`config.mk`:
```
export PLATFORM = sky130hd
export DESIGN_NAME = value_lifetime_tracker
export DESIGN_NICKNAME = d
export VERILOG_FILES = /design/src/sv/vlt_pkg.sv /design/src/sv/vlt_ram.sv /design/src/sv/vlt_ctrl.sv /design/src/sv/vlt_dpath.sv /design/src/sv/value_lifetime_tracker.sv
export SDC_FILE = /design/constraint.sdc
export NUM_CORES = 2
export LEC_CHECK = 0
export BUFFER_PORTS_ARGS = -buffer_cell sky130_fd_sc_hd__buf_2
export CELL_PAD_IN_SITES_DETAIL_PLACEMENT = 2
export CELL_PAD_IN_SITES_GLOBAL_PLACEMENT = 2
export CORE_MARGIN = 5
export CORE_UTILIZATION = 35
export CTS_CLUSTER_SIZE = 16
export DETAILED_ROUTE_END_ITERATION = 7
export PLACE_DENSITY_LB_ADDON = 0.1
export SLEW_MARGIN = 15
export SYNTH_ARGS = -nofsm -noshare
export SYNTH_HDL_FRONTEND = slang
export SYNTH_SLANG_ARGS = --single-unit
export TNS_END_PERCENT = 5
```
`constraint.sdc`:
```
create_clock -name clk -period 6.35 [get_ports clk]
set_input_delay 0.3175 -clock clk [delete_from_list [all_inputs] [get_ports clk]]
set_output_delay 0.3175 -clock clk [all_outputs]
set_load 0.01 [all_outputs]
```
`src/sv/vlt_pkg.sv`:
```
// Shared types and constants of the value lifetime tracker.
// No dependencies; used by the controller, datapath and top level.
package vlt_pkg;

  localparam int unsigned MAX_VALUES_DEF = 32;
  localparam int unsigned STEP_BITS_DEF  = 16;

  localparam int unsigned ID_W     = 5;   // value id field
  localparam int unsigned IO_STEP_W = 16; // step fields at the ports
  localparam int unsigned USE_W    = 16;  // saturating use counter
  localparam int unsigned MCNT_W   = 2;   // materialize counter, saturates at 2

  localparam logic [IO_STEP_W-1:0] STEP_COUNT_RST = 16'hFFFF;
  localparam logic [USE_W-1:0]     USE_SAT        = 16'hFFFF;
  localparam logic [MCNT_W-1:0]    MCNT_ONE       = 2'd1;
  localparam logic [MCNT_W-1:0]    MCNT_SAT       = 2'd2;

  localparam logic REQ_EVENT  = 1'b0;
  localparam logic REQ_FINISH = 1'b1;

  typedef enum logic [2:0] {
    ST_IDLE,
    ST_UPD,   // write back the updated entry
    ST_CRD,   // check sweep: read entry
    ST_CDAT,  // check sweep: inspect entry
    ST_ERD,   // emit sweep: read entry
    ST_EDAT,  // emit sweep: send lifetime word
    ST_STAT   // send closing status word, clear table
  } vlt_state_t;

  typedef struct packed {
    logic ev_read;    // read entry at incoming id, capture event
    logic ev_write;   // write back updated entry
    logic set_abort;
    logic cnt_clr;
    logic cnt_inc;
    logic cnt_read;   // read entry at sweep counter
    logic plan_init;
    logic chk_apply;
    logic load_life;
    logic load_stat;
    logic tbl_clear;
  } vlt_cmd_t;

  typedef struct packed {
    logic aborted;
    logic step_oob;
    logic id_oob;
    logic entry_bad;
    logic entry_used;
    logic cnt_last;
    logic out_free;
  } vlt_sts_t;

endpackage

```
`src/sv/vlt_ram.sv`:
```
// Generic single-write, single-read RAM with registered read data.
// No dependencies.
module vlt_ram #(
  parameter int unsigned WIDTH = 8,
  parameter int unsigned DEPTH = 32
) (
  input  logic                     clk,
  input  logic                     we,
  input  logic [$clog2(DEPTH)-1:0] waddr,
  input  logic [WIDTH-1:0]         wdata,
  input  logic                     re,
  input  logic [$clog2(DEPTH)-1:0] raddr,
  output logic [WIDTH-1:0]         rdata
);

  logic [WIDTH-1:0] mem [DEPTH];
  logic [WIDTH-1:0] rdata_r;

  always_ff @(posedge clk) begin
    if (we) begin
      mem[waddr] <= wdata;
    end
    if (re) begin
      rdata_r <= mem[raddr];
    end
  end

  assign rdata = rdata_r;

endmodule

```
`src/sv/vlt_ctrl.sv`:
```
// Controller of the value lifetime tracker: event update, check and emit sweeps.
// Depends on vlt_pkg; drives the datapath by vlt_cmd_t, reads vlt_sts_t.
module vlt_ctrl import vlt_pkg::*; (
  input  logic     clk,
  input  logic     rst_n,
  input  logic     in_valid,
  input  logic     in_req_type,
  output logic     in_ready,
  input  vlt_sts_t sts,
  output vlt_cmd_t cmd
);

  vlt_state_t state_r, state_nxt;

  always_ff @(posedge clk) begin
    if (!rst_n) begin
      state_r <= ST_IDLE;
    end else begin
      state_r <= state_nxt;
    end
  end

  always_comb begin
    cmd       = '0;
    state_nxt = state_r;
    in_ready  = (state_r == ST_IDLE);
    unique case (state_r)
      ST_IDLE: begin
        if (in_valid) begin
          if (in_req_type == REQ_FINISH) begin
            cmd.cnt_clr   = 1'b1;
            cmd.plan_init = 1'b1;
            state_nxt     = sts.aborted ? ST_STAT : ST_CRD;
          end else if (!sts.aborted) begin
            if (sts.step_oob) begin
              cmd.set_abort = 1'b1;
            end else if (!sts.id_oob) begin
              cmd.ev_read = 1'b1;
              state_nxt   = ST_UPD;
            end
          end
        end
      end
      ST_UPD: begin
        cmd.ev_write = 1'b1;
        state_nxt    = ST_IDLE;
      end
      ST_CRD: begin
        cmd.cnt_read = 1'b1;
        state_nxt    = ST_CDAT;
      end
      ST_CDAT: begin
        cmd.chk_apply = 1'b1;
        if (sts.entry_bad) begin
          state_nxt = ST_STAT;
        end else if (sts.cnt_last) begin
          cmd.cnt_clr = 1'b1;
          state_nxt   = ST_ERD;
        end else begin
          cmd.cnt_inc = 1'b1;
          state_nxt   = ST_CRD;
        end
      end
      ST_ERD: begin
        cmd.cnt_read = 1'b1;
        state_nxt    = ST_EDAT;
      end
      ST_EDAT: begin
        // unused entries are skipped without waiting on the output
        if (!sts.entry_used || sts.out_free) begin
          cmd.load_life = sts.entry_used;
          if (sts.cnt_last) begin
            state_nxt = ST_STAT;
          end else begin
            cmd.cnt_inc = 1'b1;
            state_nxt   = ST_ERD;
          end
        end
      end
      ST_STAT: begin
        if (sts.out_free) begin
          cmd.load_stat = 1'b1;
          cmd.tbl_clear = 1'b1;
          state_nxt     = ST_IDLE;
        end
      end
      default: begin
        state_nxt = ST_IDLE;
      end
    endcase
  end

endmodule

```
`src/sv/vlt_dpath.sv`:
```
// Datapath of the value lifetime tracker: entry table, update and check logic,
// sweep counter, limit register and output register. Depends on vlt_pkg, vlt_ram.
module vlt_dpath import vlt_pkg::*; #(
  parameter int unsigned MAX_VALUES = MAX_VALUES_DEF,
  parameter int unsigned STEP_BITS  = STEP_BITS_DEF
) (
  input  logic                 clk,
  input  logic                 rst_n,
  input  vlt_cmd_t             cmd,
  output vlt_sts_t             sts,
  input  logic [ID_W-1:0]      in_value_id,
  input  logic [IO_STEP_W-1:0] in_event_step,
  input  logic                 in_is_materialize,
  input  logic                 cfg_we,
  input  logic [IO_STEP_W-1:0] cfg_step_count,
  input  logic                 out_ready,
  output logic                 out_valid,
  output logic                 out_entry_valid,
  output logic [ID_W-1:0]      out_value_id,
  output logic [IO_STEP_W-1:0] out_first_live,
  output logic [IO_STEP_W-1:0] out_last_live,
  output logic [USE_W-1:0]     out_uses,
  output logic                 out_was_materialized,
  output logic                 out_plan_valid,
  output logic                 out_last
);

  localparam int unsigned IDX_W   = $clog2(MAX_VALUES);
  localparam int unsigned SW      = STEP_BITS;
  localparam int unsigned ENTRY_W = 3 * SW + MCNT_W + USE_W;
  localparam logic [IO_STEP_W-1:0] STEP_MASK = (STEP_BITS >= IO_STEP_W) ? 16'hFFFF :
                                               16'((32'd1 << STEP_BITS) - 32'd1);
  localparam logic [IDX_W-1:0] LAST_IDX = IDX_W'(MAX_VALUES - 1);

  // limit register and abort flag
  logic [IO_STEP_W-1:0] step_count_r;
  logic                 aborted_r;
  logic [IO_STEP_W-1:0] step_in;

  assign step_in = in_event_step & STEP_MASK;

  always_ff @(posedge clk) begin
    if (!rst_n) begin
      step_count_r <= STEP_COUNT_RST;
    end else if (cfg_we) begin
      step_count_r <= cfg_step_count;
    end
  end

  always_ff @(posedge clk) begin
    if (!rst_n) begin
      aborted_r <= 1'b0;
    end else if (cmd.tbl_clear) begin
      aborted_r <= 1'b0;
    end else if (cmd.set_abort) begin
      aborted_r <= 1'b1;
    end
  end

  // captured event
  logic [SW-1:0]    ev_step_r;
  logic             ev_mat_r;
  logic [IDX_W-1:0] ev_id_r;

  always_ff @(posedge clk) begin
    if (cmd.ev_read) begin
      ev_step_r <= SW'(step_in);
      ev_mat_r  <= in_is_materialize;
      ev_id_r   <= IDX_W'(in_value_id);
    end
  end

  // sweep counter
  logic [IDX_W-1:0] cnt_r;

  always_ff @(posedge clk) begin
    if (cmd.cnt_clr) begin
      cnt_r <= '0;
    end else if (cmd.cnt_inc) begin
      cnt_r <= cnt_r + IDX_W'(1);
    end
  end

  // entry table; a slot without its valid bit reads as all zero
  logic [MAX_VALUES-1:0] vld_r;
  logic                  vld_q_r;
  logic [IDX_W-1:0]      rd_addr;
  logic                  rd_en;
  logic [ENTRY_W-1:0]    rd_word;
  logic [ENTRY_W-1:0]    ent;
  logic [ENTRY_W-1:0]    wr_word;

  assign rd_en   = cmd.ev_read | cmd.cnt_read;
  assign rd_addr = cmd.ev_read ? IDX_W'(in_value_id) : cnt_r;

  always_ff @(posedge clk) begin
    if (!rst_n) begin
      vld_r <= '0;
    end else if (cmd.tbl_clear) begin
      vld_r <= '0;
    end else if (cmd.ev_write) begin
      vld_r[ev_id_r] <= 1'b1;
    end
  end

  always_ff @(posedge clk) begin
    if (rd_en) begin
      vld_q_r <= vld_r[rd_addr];
    end
  end

  vlt_ram #(
    .WIDTH (ENTRY_W),
    .DEPTH (MAX_VALUES)
  ) u_tbl (
    .clk   (clk),
    .we    (cmd.ev_write),
    .waddr (ev_id_r),
    .wdata (wr_word),
    .re    (rd_en),
    .raddr (rd_addr),
    .rdata (rd_word)
  );

  assign ent = vld_q_r ? rd_word : '0;

  logic [SW-1:0]     e_mat_step, e_first_use, e_last_use;
  logic [MCNT_W-1:0] e_mcnt;
  logic [USE_W-1:0]  e_ucnt;

  assign {e_mat_step, e_first_use, e_last_use, e_mcnt, e_ucnt} = ent;

  // read-modify-write of one entry
  logic [SW-1:0]     n_mat_step, n_first_use, n_last_use;
  logic [MCNT_W-1:0] n_mcnt;
  logic [USE_W-1:0]  n_ucnt;

  always_comb begin
    n_mat_step  = e_mat_step;
    n_first_use = e_first_use;
    n_last_use  = e_last_use;
    n_mcnt      = e_mcnt;
    n_ucnt      = e_ucnt;
    if (ev_mat_r) begin
      if (e_mcnt == '0 || ev_step_r < e_mat_step) begin
        n_mat_step = ev_step_r;
      end
      if (e_mcnt < MCNT_SAT) begin
        n_mcnt = e_mcnt + MCNT_W'(1);
      end
    end else begin
      if (e_ucnt == '0) begin
        n_first_use = ev_step_r;
        n_last_use  = ev_step_r;
      end else begin
        if (ev_step_r < e_first_use) begin
          n_first_use = ev_step_r;
        end
        if (ev_step_r > e_last_use) begin
          n_last_use = ev_step_r;
        end
      end
      if (e_ucnt != USE_SAT) begin
        n_ucnt = e_ucnt + USE_W'(1);
      end
    end
  end

  assign wr_word = {n_mat_step, n_first_use, n_last_use, n_mcnt, n_ucnt};

  // plan check
  logic plan_ok_r;
  logic e_bad;
  logic e_single_mat;

  assign e_single_mat = (e_mcnt == MCNT_ONE);
  assign e_bad = (e_mcnt >= MCNT_SAT) ||
                 (e_single_mat && e_ucnt != '0 && e_mat_step > e_first_use);

  always_ff @(posedge clk) begin
    if (cmd.plan_init) begin
      plan_ok_r <= !aborted_r;
    end else if (cmd.chk_apply && e_bad) begin
      plan_ok_r <= 1'b0;
    end
  end

  // output register
  logic out_valid_r;

  always_ff @(posedge clk) begin
    if (!rst_n) begin
      out_valid_r <= 1'b0;
    end else if (cmd.load_life || cmd.load_stat) begin
      out_valid_r <= 1'b1;
    end else if (out_ready) begin
      out_valid_r <= 1'b0;
    end
  end

  always_ff @(posedge clk) begin
    if (cmd.load_life) begin
      out_entry_valid      <= 1'b1;
      out_value_id         <= ID_W'(cnt_r);
      out_first_live       <= IO_STEP_W'(e_single_mat ? e_mat_step : e_first_use);
      out_last_live        <= IO_STEP_W'(e_last_use);
      out_uses             <= e_ucnt;
      out_was_materialized <= e_single_mat;
      out_plan_valid       <= 1'b0;
      out_last             <= 1'b0;
    end else if (cmd.load_stat) begin
      out_entry_valid      <= 1'b0;
      out_value_id         <= '0;
      out_first_live       <= '0;
      out_last_live        <= '0;
      out_uses             <= '0;
      out_was_materialized <= 1'b0;
      out_plan_valid       <= plan_ok_r;
      out_last             <= 1'b1;
    end
  end

  assign out_valid = out_valid_r;

  // status to the controller
  always_comb begin
    sts            = '0;
    sts.aborted    = aborted_r;
    sts.step_oob   = (step_in >= step_count_r);
    sts.id_oob     = ({1'b0, in_value_id} >= 6'(MAX_VALUES));
    sts.entry_bad  = e_bad;
    sts.entry_used = (e_ucnt != '0);
    sts.cnt_last   = (cnt_r == LAST_IDX);
    sts.out_free   = !out_valid_r || out_ready;
  end

endmodule

```
`src/sv/value_lifetime_tracker.sv`:
```
// Top level of the value lifetime tracker.
// Depends on vlt_pkg, vlt_ctrl, vlt_dpath (and vlt_ram below it).
//
// Collects materialize/use events per value id into a MAX_VALUES-entry table
// and on a finish word reports, when the plan is valid, one lifetime per used
// value, ascending id, then a status word with last set. An event that is
// dropped or that aborts the plan is handled in the idle state alone; an
// event that updates the table passes a table read, then a write-back,
// since the table is a single RAM with registered read. A finish is taken
// in the idle state, then the check sweep reads and inspects each entry (ended
// early by a bad entry, skipped if the plan was aborted), then, when the plan
// is valid, the emit sweep reads each entry again, then the status word is
// sent; output back-pressure can stall the emit sweep and the status word.
// The table is emptied at once after each finish, no clearing pass.
// cfg_ready is always high; write cfg_step_count only while idle.
module value_lifetime_tracker import vlt_pkg::*; #(
  parameter int unsigned MAX_VALUES = MAX_VALUES_DEF,
  parameter int unsigned STEP_BITS  = STEP_BITS_DEF
) (
  input  logic                 clk,
  input  logic                 rst_n,
  input  logic                 cfg_valid,
  output logic                 cfg_ready,
  input  logic [IO_STEP_W-1:0] cfg_step_count,
  input  logic                 in_valid,
  output logic                 in_ready,
  input  logic                 in_req_type,
  input  logic [ID_W-1:0]      in_value_id,
  input  logic [IO_STEP_W-1:0] in_event_step,
  input  logic                 in_is_materialize,
  output logic                 out_valid,
  input  logic                 out_ready,
  output logic                 out_entry_valid,
  output logic [ID_W-1:0]      out_value_id,
  output logic [IO_STEP_W-1:0] out_first_live,
  output logic [IO_STEP_W-1:0] out_last_live,
  output logic [USE_W-1:0]     out_uses,
  output logic                 out_was_materialized,
  output logic                 out_plan_valid,
  output logic                 out_last
);

  vlt_cmd_t cmd;
  vlt_sts_t sts;

  assign cfg_ready = 1'b1;

  vlt_ctrl u_ctrl (
    .clk         (clk),
    .rst_n       (rst_n),
    .in_valid    (in_valid),
    .in_req_type (in_req_type),
    .in_ready    (in_ready),
    .sts         (sts),
    .cmd         (cmd)
  );

  vlt_dpath #(
    .MAX_VALUES (MAX_VALUES),
    .STEP_BITS  (STEP_BITS)
  ) u_dpath (
    .clk                  (clk),
    .rst_n                (rst_n),
    .cmd                  (cmd),
    .sts                  (sts),
    .in_value_id          (in_value_id),
    .in_event_step        (in_event_step),
    .in_is_materialize    (in_is_materialize),
    .cfg_we               (cfg_valid & cfg_ready),
    .cfg_step_count       (cfg_step_count),
    .out_ready            (out_ready),
    .out_valid            (out_valid),
    .out_entry_valid      (out_entry_valid),
    .out_value_id         (out_value_id),
    .out_first_live       (out_first_live),
    .out_last_live        (out_last_live),
    .out_uses             (out_uses),
    .out_was_materialized (out_was_materialized),
    .out_plan_valid       (out_plan_valid),
    .out_last             (out_last)
  );

endmodule

```
==> impl_metrics.yaml <==
run_status:
  status: "finished clean"
sta:
  final.setup.tns_ns: 0
  max_slew.worst_pin.slew_ns: 1.22
  post-route-min-period_ns: 5.04
  report.final.slew_viol_count: 0
  rsz0062_at_grt: "no"
  finalHoldViolCount: 0
  achievable-frequency_mhz: 198
  finalCritPeriodShare_pct: 79.3
  skew_final_ns: 0.0779
  worst_slew_margin_rel_pct: 18.8
  final-setup-viol-count: 0
floorplanning:
  core_region_area_mm2: 0.262
  rows: 188
  design.portCount: 104
  floorplan.die.height_um: 522
  fp.dieW_um: 522
  die_area_mm2: 0.272
  floorplan.initialDensity_pct: 35.1
placed_design:
  dp_hpwl_um: 194000
  place_congestion: 0.790
  place_inst: 9693
  placement.io_buffers: 102
synth:
  number_of_flops_mapped_to_enable_cells_by_yosys: 2256
  synth_instances: 6195
  primary_ff_master_synth: "sky130_fd_sc_hd__edfxtp_1"
  synth_seq_cells: 2317
  syn-cell-area_mm2: 0.0918
  mappedNetlistNets: 6324
  syn-mean-instance-area_um2: 14.8
  postSynth.asyncResetShare_pct: 0
  yosysUniqueCellTypes: 67
  synth_seq_area_share_pct: 75.2
  ys_warn_count: 0
finish:
  layout.cells.most_common_list: "sky130_fd_sc_hd__edfxtp_1 (2256), sky130_fd_sc_hd__nand2_1 (1330), sky130_fd_sc_hd__nand3_1 (343)"
  stdcell_count: 10263
  area.growth.synth_to_final_pct: 17.5
  layout-drive-gt1-share_pct: 13.7
  leading_cell_type_in_the_layout_fill_and_taps_excluded: "sky130_fd_sc_hd__edfxtp_1"
  final_net_count: 6668
  final.fill_count: 25462
routing:
  postRouteAntennaNets: 0
  sum_of_routed_wire_length_over_all_layers_um: 361000
  drc: 0
  route.detailed.vias_per_inst: 5.75
  drt_pre_antenna_iters: 7
  via_count: 58966
  dr.first_iter.drc_count: 5789
  wl_per_cell_um: 35.2
critical_path:
  cp_num_cells: 13
  worstSetupStartpoint: "u_dpath.step_count_r[0]$_SDFFE_PN1P_"
  worst_r2r_startpoint: "u_dpath.step_count_r[0]$_SDFFE_PN1P_"
  crit_path_top_delay_cell: "sky130_fd_sc_hd__and2_2"
  crit_path_start_kind: "register"
  regToRegSetupSlack_ns: 1.31
  setup.worst_path.end_class: "register"
  crit-reg2reg-capture: "u_dpath.u_tbl.rdata[39]$_DFFE_PP_"
  arrival_ns: 5.80
  critPathMaxFanout: 52
  timing.critical_path.required_ns: 7.11
  cp.buffers_inverters: 3
  endpoint: "u_dpath.u_tbl.rdata[39]$_DFFE_PP_"
  path_class: "register to register"
  timing.critical_path.cells: "ha_1 -> nand2b_1 -> a2111oi_2 -> o311ai_1 -> a21oi_2 -> nand2_2 -> inv_6 -> buf_4 -> mux2_8 -> and2_2 -> buf_4 -> a22oi_1 -> o211ai_1"
  critical-path-max-stage-delay_ns: 1.01
  critical-path-top-cell-by-count: "sky130_fd_sc_hd__buf_4"
  timing.critical_path.max_delay_family: "simple AND/OR/NAND/NOR gates"
  reg2regPathDepth: 13
clocking:
  cts_setup_buffers: 0
  clk_path_buf_depth: 4
  worstSkewPairLatency_ns: 0.96
  cts-resized-gates: 0
  clock_tree_from_tritoncts: "built"
  clock_sink_count: 2317
  buffer_type_at_the_clock_tree_root: "sky130_fd_sc_hd__clkbuf_16"
  worst_setup_hold_path_clk_slew_ns: 0.05
  cts_hold_buf: 75
  cts-buffers-inserted: 284
  cts_max_level: 5
global_routing:
  initial_antenna_violation_count: 17
  via_count_of_the_first_global_routing_pass: 61906
  grt_pass1_wl_um: 500000
  grt.total_usage_pct: 26.0
  grt_max_degree: 114
  grt_remaining_overflow: 0
job:
  maxCapViolations: 0
pwr:
  leakagePower_nw: 37.6
  cellPowerDensity_mw_per_mm2: 409
  ir_drop_mv: 0.292
hold_path:
  hp-class: "input pin to register"
flip-flops by register name, indices dropped and copies added, names as in the netlist, 16 cells and up:
| name | cells |
|---|---|
| u_dpath.u_tbl.mem | 2112 |
| u_dpath.step_count_r | 16 |
| u_dpath.out_first_live | 16 |
| u_dpath.out_last_live | 16 |
| u_dpath.out_uses | 16 |
| u_dpath.ev_step_r | 16 |
| u_dpath.u_tbl.rdata | 66 |
| u_dpath.vld_r | 32 |
worst register-to-register path, stage by stage, from the launching register on:
cell	delay [ns]
sky130_fd_sc_hd__dfxtp_1	0.36
sky130_fd_sc_hd__ha_1	0.25
sky130_fd_sc_hd__nand2b_1	0.17
sky130_fd_sc_hd__a2111oi_2	0.38
sky130_fd_sc_hd__o311ai_1	0.24
sky130_fd_sc_hd__a21oi_2	0.25
sky130_fd_sc_hd__nand2_2	0.17
sky130_fd_sc_hd__inv_6	0.30
sky130_fd_sc_hd__buf_4	0.34
sky130_fd_sc_hd__mux2_8	0.66
sky130_fd_sc_hd__and2_2	1.11
sky130_fd_sc_hd__buf_4	0.39
sky130_fd_sc_hd__a22oi_1	0.12
sky130_fd_sc_hd__o211ai_1	0.14
synthesized netlist by cell type, drive strengths merged, types with 12 or more instances:
library cell	count	share of area, %
o2111ai	29	0.28
inv	56	0.23
ha	85	1.2
dfxtp	61	1.3
mux2	17	0.21
o21ai	95	0.52
o22ai	140	0.95
mux4	74	1.8
and3	154	1.1
clkbuf	174	0.71
a21o	14	0.11
mux2i	355	3.9
buf	191	1.0
nand2b	16	0.11
and2	22	0.15
a31oi	152	1.0
nand2	1337	5.5
nand4	84	0.57
edfxtp	2256	74
a21oi	59	0.33
nand3	344	1.9
a32oi	104	0.99
a22oi	28	0.23
a221oi	12	0.11
nor2	195	0.80
o211ai	23	0.19
per-layer routing:
layer / global-route usage, % / vias to the layer above / part of all wire [%]
met5: 0 / - / 0
met4: 7.12 / 0 / 2.8
met3: 3.54 / 472 / 5.4
met2: 43.4 / 1843 / 48
met1: 35.8 / 32397 / 43
li1: - / 24254 / -
per-stage QoR:
stage	hold WS (ns)	util (%)	total power, mW	instance area, um^2	setup slack (ns)
after floorplan	0.416	-	24.7	91800	0.360
after global placement	0.431	37.6	29.0	98500	1.25
after detailed placement	0.441	37.7	29.2	98500	1.14
after CTS	0.0978	41.2	44.5	108000	1.33
after global routing	0.140	41.2	45.8	108000	1.06
final	0.174	41.2	44.1	108000	1.31
how the worst min path moves through the flow:
stage	startpoint	endpoint	slack [ns]	cells past startpoint
5_1_grt	in_event_step[6]	u_dpath.ev_step_r[6]$_DFFE_PN_	0.14	2
2_1_floorplan	in_value_id[0]	u_dpath.ev_id_r[0]$_DFFE_PN_	0.42	0
3_3_place_gp	u_dpath.out_last$_SDFFE_PP0P_	u_dpath.out_last$_SDFFE_PP0P_	0.43	2
4_1_cts	in_event_step[5]	u_dpath.ev_step_r[5]$_DFFE_PN_	0.1	2
6_report	in_event_step[6]	u_dpath.ev_step_r[6]$_DFFE_PN_	0.17	2
3_5_place_dp	u_dpath.out_last$_SDFFE_PP0P_	u_dpath.out_last$_SDFFE_PP0P_	0.44	2
final cells by class:
type | count | area, um^2 | area share (%)
timing repair buffer | 423 | 3950 | 3.66
antenna | 9 | 22.5 | 0.0209
inverter | 56 | 215 | 0.200
clock buffer | 370 | 7610 | 7.06
multi-input combinational | 3457 | 21800 | 20.2
tap | 3515 | 4400 | 4.08
sequential | 2317 | 69000 | 64.0
clock inverter | 116 | 890 | 0.825
power breakdown:
| group | switching (mW) | internal (mW) | leakage, nW |
|---|---|---|---|
| Sequential | 0.316 | 18.9 | 21.0 |
| Clock | 6.37 | 8.85 | 4.15 |
| Combinational | 7.02 | 2.70 | 12.4 |
cells by family after synthesis:
family / synth area share [%]
xor+xnor: 0.153
buf+inv: 1.98
simple gates: 10.4
mux: 5.90
flops: 75.2
compound gates: 5.26
fa+ha+maj: 1.16
other cells: 0.00409
Power figures use the tool's default switching activity.
